## src/hw/rtl/othd_pkg.sv

```systemverilog
// Package for the octal text to hex decoder: queue entry type, queue sizing,
// character constants and the character mapping functions.
// No dependencies; every other file of the block imports it.
package othd_pkg;

  localparam int unsigned GROUP_DIGITS = 7;

  localparam int unsigned QUEUE_DEPTH = 4;
  localparam int unsigned QPTR_W      = $clog2(QUEUE_DEPTH);
  localparam int unsigned QCNT_W      = $clog2(QUEUE_DEPTH + 1);

  localparam int unsigned GROUP_W = 23;

  localparam logic [7:0] CHAR_ONE = 8'h31;

  // Work handed from the front to the back.
  typedef enum logic [1:0] {
    KIND_OPEN,
    KIND_NIBBLE,
    KIND_GROUP
  } entry_kind_e;

  typedef struct packed {
    entry_kind_e          kind;
    logic [GROUP_W-1:0]   payload;
  } entry_t;

  typedef struct packed {
    logic full;
    logic empty;
  } queue_status_t;

  // '0'-'9' and 'A'-'F' give their digit value, every other character 0.
  function automatic logic [3:0] digit_of(input logic [7:0] ch);
    logic [3:0] d;
    d = 4'd0;
    if (ch >= 8'h30 && ch <= 8'h39) begin
      d = 4'(ch - 8'h30);
    end else if (ch >= 8'h41 && ch <= 8'h46) begin
      d = 4'(ch - 8'h37);
    end
    return d;
  endfunction

  // Upper-case hex character of a value; values above 15 give byte 0.
  function automatic logic [7:0] nibble_char(input logic [6:0] v);
    logic [7:0] c;
    c = 8'd0;
    if (v <= 7'd9) begin
      c = 8'h30 + {1'b0, v};
    end else if (v <= 7'd15) begin
      c = 8'h37 + {1'b0, v};
    end
    return c;
  endfunction

endpackage

```

## src/hw/rtl/othd_queue.sv

```systemverilog
// Short queue of work entries between the decoder front and back.
// Depends on othd_pkg for the entry type and the queue depth.
module othd_queue (
  input  logic                   clk_i,
  input  logic                   rst_ni,
  input  logic                   push_i,
  input  othd_pkg::entry_t       entry_i,
  input  logic                   pop_i,
  output othd_pkg::entry_t       entry_o,
  output othd_pkg::queue_status_t status_o
);
  import othd_pkg::*;

  entry_t              mem_q [QUEUE_DEPTH];
  logic [QPTR_W-1:0]   wr_ptr_q, wr_ptr_d;
  logic [QPTR_W-1:0]   rd_ptr_q, rd_ptr_d;
  logic [QCNT_W-1:0]   count_q, count_d;

  assign status_o.full  = (count_q == QCNT_W'(QUEUE_DEPTH));
  assign status_o.empty = (count_q == '0);
  assign entry_o        = mem_q[rd_ptr_q];

  always_comb begin
    wr_ptr_d = push_i ? wr_ptr_q + 1'b1 : wr_ptr_q;
    rd_ptr_d = pop_i  ? rd_ptr_q + 1'b1 : rd_ptr_q;
    count_d  = count_q;
    if (push_i && !pop_i) begin
      count_d = count_q + 1'b1;
    end else if (pop_i && !push_i) begin
      count_d = count_q - 1'b1;
    end
  end

  always_ff @(posedge clk_i or negedge rst_ni) begin
    if (!rst_ni) begin
      wr_ptr_q <= '0;
      rd_ptr_q <= '0;
      count_q  <= '0;
    end else begin
      wr_ptr_q <= wr_ptr_d;
      rd_ptr_q <= rd_ptr_d;
      count_q  <= count_d;
    end
  end

  always_ff @(posedge clk_i) begin
    if (push_i) begin
      mem_q[wr_ptr_q] <= entry_i;
    end
  end

endmodule

```

## src/hw/rtl/othd_front.sv

```systemverilog
// Decoder front: accepts text characters, tracks mode and buffer state,
// regroups digits into nibbles and collects digit groups for the back.
// Depends on othd_pkg.
module othd_front #(
  parameter int unsigned GroupDigits = othd_pkg::GROUP_DIGITS
) (
  input  logic             clk_i,
  input  logic             rst_ni,
  input  logic             in_valid_i,
  output logic             in_ready_o,
  input  logic [7:0]       text_char_i,
  input  logic             is_mode_i,
  input  logic             is_final_i,
  input  logic             q_full_i,
  output logic             push_o,
  output othd_pkg::entry_t entry_o
);
  import othd_pkg::*;

  localparam logic [2:0] GroupDigitsW = 3'(GroupDigits);
  localparam logic       SingleDigit  = (GroupDigits < 2);

  logic                group_mode_q;
  logic                halted_q;
  logic [6:0]          bit_acc_q;
  logic [2:0]          bits_held_q;
  logic [GROUP_W-1:0]  group_q;
  logic [2:0]          digits_q;

  logic                accept;
  logic [3:0]          digit;
  logic [6:0]          rg_c;
  logic [3:0]          rg_nb;
  logic [2:0]          rg_sh;
  logic                rg_emit;
  logic [6:0]          rg_nib;
  logic [6:0]          rg_mask;
  logic [GROUP_W-1:0]  gv_next;
  logic [2:0]          cnt_next;
  logic                grp_done;
  logic                grp_decode;

  assign in_ready_o = !q_full_i;
  assign accept     = in_valid_i && in_ready_o;
  assign digit      = digit_of(text_char_i);

  // Bit regroup path.
  assign rg_c    = 7'({bit_acc_q, 3'b000} | {6'b0, digit});
  assign rg_nb   = {1'b0, bits_held_q} + 4'd3;
  assign rg_sh   = 3'(rg_nb - 4'd4);
  assign rg_emit = (rg_nb >= 4'd4);
  assign rg_nib  = rg_c >> rg_sh;

  always_comb begin
    unique case (rg_sh)
      3'd1:    rg_mask = 7'h01;
      3'd2:    rg_mask = 7'h03;
      3'd3:    rg_mask = 7'h07;
      default: rg_mask = 7'h00;
    endcase
  end

  // Group path.
  assign gv_next    = {group_q[GROUP_W-4:0], 3'b000} + {{(GROUP_W-4){1'b0}}, digit};
  assign cnt_next   = digits_q + 3'd1;
  assign grp_done   = (cnt_next >= GroupDigitsW);
  // A single-digit group completed by the final character is not decoded.
  assign grp_decode = grp_done && !(is_final_i && SingleDigit);

  always_comb begin
    push_o          = 1'b0;
    entry_o.kind    = KIND_OPEN;
    entry_o.payload = '0;
    if (accept) begin
      if (is_mode_i) begin
        push_o = 1'b1;
      end else if (!halted_q) begin
        if (!group_mode_q) begin
          if (rg_emit) begin
            push_o          = 1'b1;
            entry_o.kind    = KIND_NIBBLE;
            entry_o.payload = {{(GROUP_W-8){1'b0}}, nibble_char(rg_nib)};
          end
        end else if (grp_decode) begin
          push_o          = 1'b1;
          entry_o.kind    = KIND_GROUP;
          entry_o.payload = gv_next;
        end
      end
    end
  end

  always_ff @(posedge clk_i or negedge rst_ni) begin
    if (!rst_ni) begin
      group_mode_q <= 1'b0;
      halted_q     <= 1'b1;
      bit_acc_q    <= '0;
      bits_held_q  <= '0;
      group_q      <= '0;
      digits_q     <= '0;
    end else if (accept) begin
      if (is_mode_i) begin
        group_mode_q <= (text_char_i != CHAR_ONE);
        halted_q     <= is_final_i;
        bit_acc_q    <= '0;
        bits_held_q  <= '0;
        group_q      <= '0;
        digits_q     <= '0;
      end else if (!halted_q) begin
        // The final character closes the buffer and drops leftover work.
        if (is_final_i) begin
          halted_q    <= 1'b1;
          bit_acc_q   <= '0;
          bits_held_q <= '0;
          group_q     <= '0;
          digits_q    <= '0;
        end else if (!group_mode_q) begin
          if (rg_emit) begin
            bit_acc_q   <= rg_c & rg_mask;
            bits_held_q <= rg_sh;
          end else begin
            bit_acc_q   <= rg_c;
            bits_held_q <= rg_nb[2:0];
          end
        end else if (grp_done) begin
          group_q  <= '0;
          digits_q <= '0;
        end else begin
          group_q  <= gv_next;
          digits_q <= cnt_next;
        end
      end
    end
  end

endmodule

```

## src/hw/rtl/othd_back.sv

```systemverilog
// Decoder back: pops queue entries, splits digit groups into base-100 parts
// through a three-step reciprocal divider and emits hex characters.
// Depends on othd_pkg.
module othd_back (
  input  logic             clk_i,
  input  logic             rst_ni,
  input  logic             q_empty_i,
  input  othd_pkg::entry_t entry_i,
  output logic             pop_o,
  output logic             out_valid_o,
  input  logic             out_ready_i,
  output logic [7:0]       out_data_o,
  output logic             out_last_o
);
  import othd_pkg::*;

  // floor(c / 100) = (c * RECIP_HI) >> 30 for every 23-bit c, and
  // floor(q / 100) = (q * RECIP_LO) >> 24 for every quotient q of that.
  localparam logic [23:0] RECIP_HI = 24'd10737419;
  localparam logic [17:0] RECIP_LO = 18'd167773;

  typedef enum logic [2:0] {
    B_IDLE,
    B_DIV1,
    B_DIV2,
    B_DIV3,
    B_EMIT
  } back_state_e;

  back_state_e         state_q;
  logic                stop_q;
  logic [2:0]          idx_q;
  logic                out_valid_q;
  logic [7:0]          out_data_q;
  logic                out_last_q;

  logic [GROUP_W-1:0]  c_q;
  logic [16:0]         q_q;
  logic [9:0]          q2_q;
  logic [6:0]          c2_q;
  logic [6:0]          c3_q;

  logic                out_free;
  logic                out_load;
  logic [46:0]         prod_hi;
  logic [34:0]         prod_lo;
  logic [23:0]         q_x100;
  logic [16:0]         q2_x100;
  logic [7:0]          byte1, byte2, byte3, sel_byte;
  logic [3:0]          nib;
  logic [7:0]          emit_char;
  logic [2:0]          last_idx;

  function automatic logic [7:0] part_byte(input logic [9:0] v);
    logic [9:0] s;
    s = v + 10'd30;
    return (v == 10'd1) ? 8'h09 : s[7:0];
  endfunction

  assign out_free = !out_valid_q || out_ready_i;
  assign pop_o    = (state_q == B_IDLE) && !q_empty_i &&
                    ((entry_i.kind != KIND_NIBBLE) || out_free);
  // The output register takes a new character from a nibble entry or an emit step.
  assign out_load = (pop_o && (entry_i.kind == KIND_NIBBLE)) ||
                    ((state_q == B_EMIT) && out_free);

  assign prod_hi = 47'(c_q) * 47'(RECIP_HI);
  assign prod_lo = 35'(q_q) * 35'(RECIP_LO);
  assign q_x100  = 24'(q_q) * 24'd100;
  assign q2_x100 = 17'(q2_q) * 17'd100;

  assign byte1 = part_byte(q2_q);
  assign byte2 = part_byte({3'b000, c2_q});
  assign byte3 = part_byte({3'b000, c3_q});

  always_comb begin
    unique case (idx_q[2:1])
      2'd0:    sel_byte = byte1;
      2'd1:    sel_byte = byte2;
      default: sel_byte = byte3;
    endcase
  end

  assign nib       = idx_q[0] ? sel_byte[3:0] : sel_byte[7:4];
  assign emit_char = nibble_char({3'b000, nib});
  // A zero middle part stops after the first byte, a zero low part after two.
  assign last_idx  = (c2_q == '0) ? 3'd1 : ((c3_q == '0) ? 3'd3 : 3'd5);

  always_ff @(posedge clk_i) begin
    if (pop_o && (entry_i.kind == KIND_GROUP)) begin
      c_q <= entry_i.payload;
    end
    unique case (state_q)
      B_DIV1: begin
        q_q <= prod_hi[46:30];
      end
      B_DIV2: begin
        c3_q <= 7'({1'b0, c_q} - q_x100);
        q2_q <= prod_lo[33:24];
      end
      B_DIV3: begin
        c2_q <= 7'(q_q - q2_x100);
      end
      default: ;
    endcase
  end

  always_ff @(posedge clk_i or negedge rst_ni) begin
    if (!rst_ni) begin
      state_q     <= B_IDLE;
      stop_q      <= 1'b0;
      idx_q       <= '0;
      out_valid_q <= 1'b0;
      out_data_q  <= '0;
      out_last_q  <= 1'b0;
    end else begin
      if (out_load) begin
        out_valid_q <= 1'b1;
      end else if (out_valid_q && out_ready_i) begin
        out_valid_q <= 1'b0;
      end
      unique case (state_q)
        B_IDLE: begin
          if (pop_o) begin
            unique case (entry_i.kind)
              KIND_OPEN: begin
                stop_q <= 1'b0;
              end
              KIND_NIBBLE: begin
                out_data_q  <= entry_i.payload[7:0];
                out_last_q  <= 1'b1;
              end
              KIND_GROUP: begin
                if (!stop_q) begin
                  state_q <= B_DIV1;
                  idx_q   <= '0;
                end
              end
              default: ;
            endcase
          end
        end
        B_DIV1: state_q <= B_DIV2;
        B_DIV2: state_q <= B_DIV3;
        B_DIV3: state_q <= B_EMIT;
        B_EMIT: begin
          if (out_free) begin
            out_data_q  <= emit_char;
            out_last_q  <= (idx_q == last_idx);
            idx_q       <= idx_q + 3'd1;
            if (idx_q == last_idx) begin
              state_q <= B_IDLE;
              stop_q  <= (last_idx != 3'd5);
            end
          end
        end
        default: state_q <= B_IDLE;
      endcase
    end
  end

  assign out_valid_o = out_valid_q;
  assign out_data_o  = out_data_q;
  assign out_last_o  = out_last_q;

endmodule

```

## src/hw/rtl/octal_text_to_hex_decoder.sv

```systemverilog
// Top level of the octal text to hex decoder: front, work queue and back.
// Depends on othd_pkg, othd_front, othd_queue and othd_back.
//
// Usage: characters of a text buffer enter on the slave stream, one per
// transaction. tuser marks the buffer's first character, which selects the
// mode ('1' selects bit regroup, anything else group mode) and gives no
// output; tlast marks the buffer's last character. Hex characters leave on
// the master stream, and tlast there marks the last character caused by one
// input transaction.
//
// Throughput: the front takes one character per cycle as long as the
// four-entry work queue has room. In bit regroup mode the back turns one
// queue entry into one output per cycle while the receiver takes them, so a
// character flows through at one per cycle; the hex character of a character
// that completes a nibble passes through the queue and the output register.
// In group mode the back takes a finished group from the queue, runs the
// reciprocal division in B_DIV1, B_DIV2 and B_DIV3 and then emits two, four
// or six hex characters, one per cycle while the receiver takes them, before
// it takes another entry.
//
// Reset leaves the block with no buffer open: characters are ignored until a
// first character arrives. When the receiver stalls, the output register
// holds its transaction, the back waits and the queue fills; once it is full
// s_axis_tready drops until the back takes an entry.
module octal_text_to_hex_decoder #(
  parameter int unsigned GROUP_DIGITS = othd_pkg::GROUP_DIGITS
) (
  input  logic       clk_i,
  input  logic       rst_ni,
  input  logic       s_axis_tvalid,
  output logic       s_axis_tready,
  input  logic [7:0] s_axis_tdata,   // [7:0] text_char
  input  logic [0:0] s_axis_tuser,   // [0] is_mode_char
  input  logic       s_axis_tlast,   // is_final_char
  output logic       m_axis_tvalid,
  input  logic       m_axis_tready,
  output logic [7:0] m_axis_tdata,   // [7:0] hex_char
  output logic       m_axis_tlast    // last_of_run
);
  import othd_pkg::*;

  logic          push;
  logic          pop;
  entry_t        push_entry;
  entry_t        head_entry;
  queue_status_t q_status;

  // The front classifies each character and posts work for the back.
  othd_front #(
    .GroupDigits (GROUP_DIGITS)
  ) u_front (
    .clk_i       (clk_i),
    .rst_ni      (rst_ni),
    .in_valid_i  (s_axis_tvalid),
    .in_ready_o  (s_axis_tready),
    .text_char_i (s_axis_tdata),
    .is_mode_i   (s_axis_tuser[0]),
    .is_final_i  (s_axis_tlast),
    .q_full_i    (q_status.full),
    .push_o      (push),
    .entry_o     (push_entry)
  );

  // The queue lets the front run ahead while the back divides or stalls.
  othd_queue u_queue (
    .clk_i    (clk_i),
    .rst_ni   (rst_ni),
    .push_i   (push),
    .entry_i  (push_entry),
    .pop_i    (pop),
    .entry_o  (head_entry),
    .status_o (q_status)
  );

  // The back emits hex characters through its output register.
  othd_back u_back (
    .clk_i       (clk_i),
    .rst_ni      (rst_ni),
    .q_empty_i   (q_status.empty),
    .entry_i     (head_entry),
    .pop_o       (pop),
    .out_valid_o (m_axis_tvalid),
    .out_ready_i (m_axis_tready),
    .out_data_o  (m_axis_tdata),
    .out_last_o  (m_axis_tlast)
  );

  // The front never posts into a full queue.
  assert property (@(posedge clk_i) disable iff (!rst_ni)
    !(push && q_status.full))
    else $error("work posted into a full queue");

  // The back never takes from an empty queue.
  assert property (@(posedge clk_i) disable iff (!rst_ni)
    !(pop && q_status.empty))
    else $error("work taken from an empty queue");

  // Input backpressure only starts right after the front posted work.
  assert property (@(posedge clk_i) disable iff (!rst_ni)
    $fell(s_axis_tready) |-> $past(push))
    else $error("input ready dropped without new queued work");

endmodule
```

## config.mk

```make
export PLATFORM = sky130hd
export DESIGN_NAME = octal_text_to_hex_decoder
export DESIGN_NICKNAME = d
export VERILOG_FILES = /design/src/hw/rtl/othd_pkg.sv /design/src/hw/rtl/othd_queue.sv /design/src/hw/rtl/othd_front.sv /design/src/hw/rtl/othd_back.sv /design/src/hw/rtl/octal_text_to_hex_decoder.sv
export SDC_FILE = /design/constraint.sdc
export NUM_CORES = 1
export LEC_CHECK = 0
export ABC_AREA = 1
export BUFFER_PORTS_ARGS = -buffer_cell sky130_fd_sc_hd__buf_2
export CAP_MARGIN = 20
export CORE_MARGIN = 2
export CORE_UTILIZATION = 59
export CTS_CLUSTER_SIZE = 16
export DETAILED_ROUTE_END_ITERATION = 12
export PLACE_DENSITY_LB_ADDON = 0.05
export SYNTH_ARGS = -nofsm -noshare
export SYNTH_HDL_FRONTEND = slang
export SYNTH_HIERARCHICAL = 1
export SYNTH_SLANG_ARGS = --single-unit
```

## constraint.sdc

```tcl
create_clock -name clk_i -period 15.3 [get_ports clk_i]
set_input_delay 1.53 -clock clk_i [delete_from_list [all_inputs] [get_ports clk_i]]
set_output_delay 1.53 -clock clk_i [all_outputs]
set_load 0.02 [all_outputs]
```

# After elaboration in Yosys (flattened, before gate mapping)

Memory sizes are Yosys's and may differ from the RTL's.
Index checks and enable logic that the tools add are counted.

Bits in registers: 120
ROM bits: 0
Output and inout port bits: 11
Memories: 1
Latch bits: 0
Memory bits (writable): 100
Input port bits: 14
Word-level logic and storage cells: 198

Memories:

| memory        | words | bits a word | read ports | clocked after memory_dff | wr ports | line             | source |
|---|---|---|---|---|---|---|---|
| u_queue.mem_q | 4     | 25          | 1          | 0                        | 1        | othd_queue.sv:14 | `entry_t mem_q [QUEUE_DEPTH];` |

Multiply operators: 4
Order comparisons: 9
Div/mod/pow operators: 0
Eq/ne operators: 27
Add/sub/neg operators: 20
Reduce and logical (&&, ||, !) cells: 36
Mux-type cells: 78
Shifts and indexed selects: 1
Bitwise operators: 2

Operators with widths:

| cell                                                            | count |
|---|---|
| 2-to-1 mux 25 bit                                               | 5 |
| 2-to-1 mux 20 bit                                               | 5 |
| 2-to-1 mux 8 bit                                                | 9 |
| 2-to-1 mux 3 bit                                                | 23 |
| multiplier 23 x 24 -> 47 bit (second input constant)            | 1 |
| multiplier 17 x 18 -> 34 bit (second input constant)            | 1 |
| 2-to-1 mux 4 bit                                                | 8 |
| one-hot mux 8 bit (2 select lines)                              | 2 |
| 2-to-1 mux 24 bit                                               | 1 |
| adder 23 x 4 -> 23 bit                                          | 1 |
| 2-to-1 mux 1 bit                                                | 20 |
| multiplier 17 x 5 -> 5 bit (second input constant)              | 1 |
| adder 6 x 7 -> 8 bit (first input constant)                     | 2 |
| adder 7 x 5 -> 8 bit (second input constant)                    | 2 |
| one-hot mux 3 bit (5 select lines)                              | 1 |
| AND reduction 5 bit                                             | 3 |
| adder 6 x 4 -> 7 bit (first input constant)                     | 2 |
| equality test 7 x 1 -> 1 bit (second input constant)            | 2 |
| less-or-equal comparator 7 x 4 -> 1 bit (second input constant) | 2 |
| logical NOT 7 bit                                               | 2 |
| subtractor 7 bit                                                | 2 |
| equality test 3 x 2 -> 1 bit (second input constant)            | 4 |
| != test 2 bit (second input constant)                           | 6 |
| logical AND 1 bit                                               | 11 |
| other kinds (40)                                                | 61 |

# Longest topological paths before layout

Depth in word-level cells: 14
Gate-level depth with buffers: 27
Depth with buffers taken out: 27

# Modules after synthesis

The synthesis kept the hierarchy.

By module, submodules not included:

| module     | instances | sequential area each (um2) | cells an instance | area an instance (um2) |
|---|---|---|---|---|
| othd_back  | 1         | 2347.3                     | 2146              | 19488.7 |
| othd_queue | 1         | 3178.0                     | 339               | 4372.9 |
| othd_front | 1         | 802.0                      | 414               | 2820.2 |

# Worst setup path after synthesis

No wires, ideal clock.

Path kind: reg2reg
From: register u_back.c_q[6]
To: register u_back.q_q[14], data pin
Buffers on the path: 0
Data arrival time: 5511 ps
Cell stages (with the launch flop): 24
Setup time: 265 ps
Clock period less this slack: 5776 ps
Setup slack: 9524 ps
Required time: 15035 ps
Cell sequence: edfxtp_1 -> inv_1 -> fa_1 -> inv_1 -> fa_1 -> inv_1 -> fa_1 -> fa_1 -> inv_1 -> fa_1 -> fa_1 -> inv_1 -> fa_1 -> inv_1 -> ha_1 -> nand2_1 -> nor2_1 -> inv_1 -> nor2_1 -> inv_1 -> nor3_1 -> nand2_1 -> o211ai_1 -> xor2_1

Cells in the longest elaborated chain, start to end: 1

Ends and longest elaborated chain:

| item                         | line            | source |
|---|---|---|
| from (decl)                  | othd_back.sv:37 | `logic [GROUP_W-1:0] c_q;` |
| from (signal assigned)       | othd_back.sv:91 | `c_q <= entry_i.payload;` |
| multiplier 23 x 24 -> 47 bit | othd_back.sv:67 | `assign prod_hi = 47'(c_q) * 47'(RECIP_HI);` |
| named net u_back.prod_hi[44] | othd_back.sv:45 | `logic [46:0] prod_hi;` |
| to (signal assigned)         | othd_back.sv:95 | `q_q <= prod_hi[46:30];` |
| to (decl)                    | othd_back.sv:38 | `logic [16:0] q_q;` |

The timed path passes the listed nets, and every way through them passes these cells.
A chain may end at the register's enable or synchronous reset.

# Worst setup path in the final report

From: register u_back.c_q[3]
To: register u_back.q_q[9], data pin

Same word-level chain as after synthesis.

==> results_dict.tcl <==
set metrics [dict create \
    overflow 0 \
    yosysTopAreaCell "fa_1" \
    maxCapViolCount 0 \
    syn_inst 2899 \
    tns_ps 0 \
    synth_top_family_by_area "adder cells" \
    hold_viol 0 \
    setup_viol 0 \
    vias_per_cell 5.44 \
    area_growth_pct 6.50 \
    die_w_um 217 \
    core-area_um2 44400 \
    row_count 77 \
    path_class "register to register" \
    routedWlPerCell_um 18.5 \
    synth_cell_type_count 58 \
    synthAdderAreaFrac_pct 42.7 \
    fmax_mhz 153 \
    ctsHoldBuffers 0 \
    crit_top_cell "inv_1" \
    synth_flop_cell "edfxtp_1" \
    vias 19300 \
    ys_ff_latch 220 \
    synthMuxAreaShare_pct 0 \
    grt_start_max_net_pins 103 \
    yosysWarnings 6 \
    synth_compound_area_share_pct 7.46 \
    critPathMaxFanout 10 \
    antenna_left 0 \
    cts_resized 0 \
    drive_above_1_share_pct 5.41 \
    grt_pass1_vias 20500 \
    crit_chain "inv_1 -> ha_1 -> inv_1 -> fa_1 -> ha_1 -> inv_1 -> fa_1 -> fa_1 -> inv_1 -> fa_1 -> inv_1 -> fa_1 -> inv_1 -> ha_1 -> a21oi_1 -> o21ai_0 -> a21oi_1 -> nor3_1 -> o21ai_0 -> nand3_1 -> xor2_1" \
    layout_commonest_cell "inv_1" \
    status "completed" \
    synth-seq-area-share_pct 23.7 \
    numPortBuffers 24 \
    initial_core_util_pct 60.1 \
    synthTopCellsByArea "fa_1 (23%), ha_1 (20%), edfxtp_1 (18%)" \
    synth_edf_count 164 \
    worstPathArrival_ps 6800 \
    cp-start-kind "register" \
    fin_nets 3677 \
    routabilityCongestion 0.978 \
    antenna_found_initial 0 \
    synth_area_um2 26700 \
    async_flop_share_pct 25.5 \
    hpwl_um 56000 \
    clockBufferDepth 3 \
    worstMarginPinSlew_ps 1100 \
    grt_pass1_wl_um 108000 \
    n_fill_cell 3722 \
    cts_sinks 220 \
    io_pins 25 \
    wirelength_um 65800 \
    yosysTopAreaCellShare_pct 23.0 \
    route.detailed.drc 0 \
    final.min_clock_period_ps 6520 \
    critical_path.max_stage_delay_ps 780 \
    drt_iter0_markers 1256 \
    final_cell_mix "inv_1 (722), ha_1 (420), nand2_1 (406), fa_1 (306), nor2_1 (175)" \
    first_pass_iters 6 \
    final_max_slew_viol_count 0 \
    end_kind "register" \
    crit_slowest_cell "edfxtp_1" \
    avgSynthCellArea_um2 9.20 \
    hp-class "register to register" \
    h-tree-depth 1 \
    cts-root-buf "clkbuf_16" \
    grt_usage_pct 29.4 \
    clock_latency_ps 540 \
    clk_pin_slew_ps 60 \
    die_h_um 217 \
    required_ps 15580 \
    synth_fp_nets 3639 \
    cts_setup_buffers 0 \
    synth_xor_area_share_pct 2.03 \
    die_area_um2 46900 \
    fin_skew_ps 14.4 \
    yosys.area_share.simple_pct 13.1 \
    cts_buffers 26 \
    n_antenna_cell 0 \
    rsz0062_at_grt "no" \
    relSlewSlack_pct 25.9 \
    tritoncts "yes" \
    fin_crit_sh_pct 42.6 \
]
==> area by class of cell <==
type,instances,area [um^2],area share (%)
sequential,220,6330,22.3
timing repair buffer,37,218,0.766
multi-input combinational,1914,17400,61.3
inverter,738,2780,9.77
clock inverter,14,213,0.749
clock buffer,34,712,2.51
tap,592,741,2.61
==> cells by family (layout without fill, tap and decap cells) <==
family | Yosys count | in the layout
DFF | 220 | 220
adders and majority gates | 726 | 726
AOI/OAI and AO/OA | 334 | 334
and+or+nand+nor | 793 | 793
xor gates and xnor gates | 61 | 61
buffers and inverters | 765 | 823
==> metal layers <==
layer,GRT usage (%),wire length (um),up-vias,share of wire (%)
li1,-,-,9298,-
met1,40.4,29600,9427,45
met2,50.2,31100,475,47
met3,3.21,3320,99,5.0
met4,7.01,1720,0,2.6
met5,0,0,-,0
==> registers in the layout, indices dropped and copies added (netlist names), 4 cells and up <==
name / flops
u_back/c_q: 23
u_front/bit_acc_q: 4
u_back/q_q: 17
u_queue/mem_q: 100
u_back/out_data_o: 8
u_back/c2_q: 7
u_back/c3_q: 7
u_back/q2_q: 10
u_front/group_q: 20
==> critical path: cells and delay by family, from the launching register on <==
family / cells / cell delay, ps
AOI/OAI and AO/OA: 4 / 850
DFF: 1 / 780
adders and majority gates: 8 / 3550
xor gates and xnor gates: 1 / 180
and+or+nand+nor: 2 / 250
buffers and inverters: 6 / 630
==> worst paths after layout <==
| check | slack, ps | start | endpoint | cells after the start |
|---|---|---|---|---|
| worst max-delay path | 8780 | u_back/c_q[3] | u_back/q_q[9] | 21 |
| worst min-delay path | 490 | u_back/out_last_o | u_back/out_last_o | 2 |
| worst max register to register | 8780 | u_back/c_q[3] | u_back/q_q[9] | 21 |
| worst min register to register | 490 | u_back/out_last_o | u_back/out_last_o | 2 |
| max in group asynchronous | 13630 | rst_ni | u_queue/rd_ptr_q[0] | 2 |
| min in group asynchronous | 1140 | rst_ni | u_front/bit_acc_q[1] | 2 |
==> cells in the mapped netlist (2+ instances only) <==
master,count
nor4_1,4
o21ai_2,2
inv_4,2
nand3b_1,6
o21ai_0,92
fa_1,306
o21ai_4,2
a21boi_0,4
inv_2,13
o21bai_1,9
ha_1,420
o221ai_1,4
o21a_1,4
dfrtp_1,55
edfxtp_1,164
nand2_4,6
nand3_1,84
nor3_1,27
inv_1,722
clkbuf_1,6
a21o_1,6
buf_2,10
nor2_2,9
o21ai_1,6
nand2_2,15
nor3_2,2
xnor2_1,22
a221oi_1,2
nor2_4,5
nand2_1,406
nand4_1,33
nor2_1,176
nand3_2,4
o211ai_1,55
a31oi_1,10
o22ai_1,19
xor2_1,38
a21oi_1,108
buf_4,9
or2_2,9
a211oi_1,6
==> per-stage QoR <==
stage	util, %	instances	setup WS [ps]	instance area [um^2]	hold WS (ps)
after global routing	64.0	3549	8410	28400	516
after CTS	64.0	3549	8750	28400	490
after global placement	61.9	3501	8780	27500	472
after detailed placement	61.9	3501	8800	27500	470
final	64.0	3549	8780	28400	485
after floorplan	-	2899	9520	26700	459
Power is left out: the tool's default activity adds up to more than one toggle a clock period on the data nets, which glitch-free logic cannot reach.
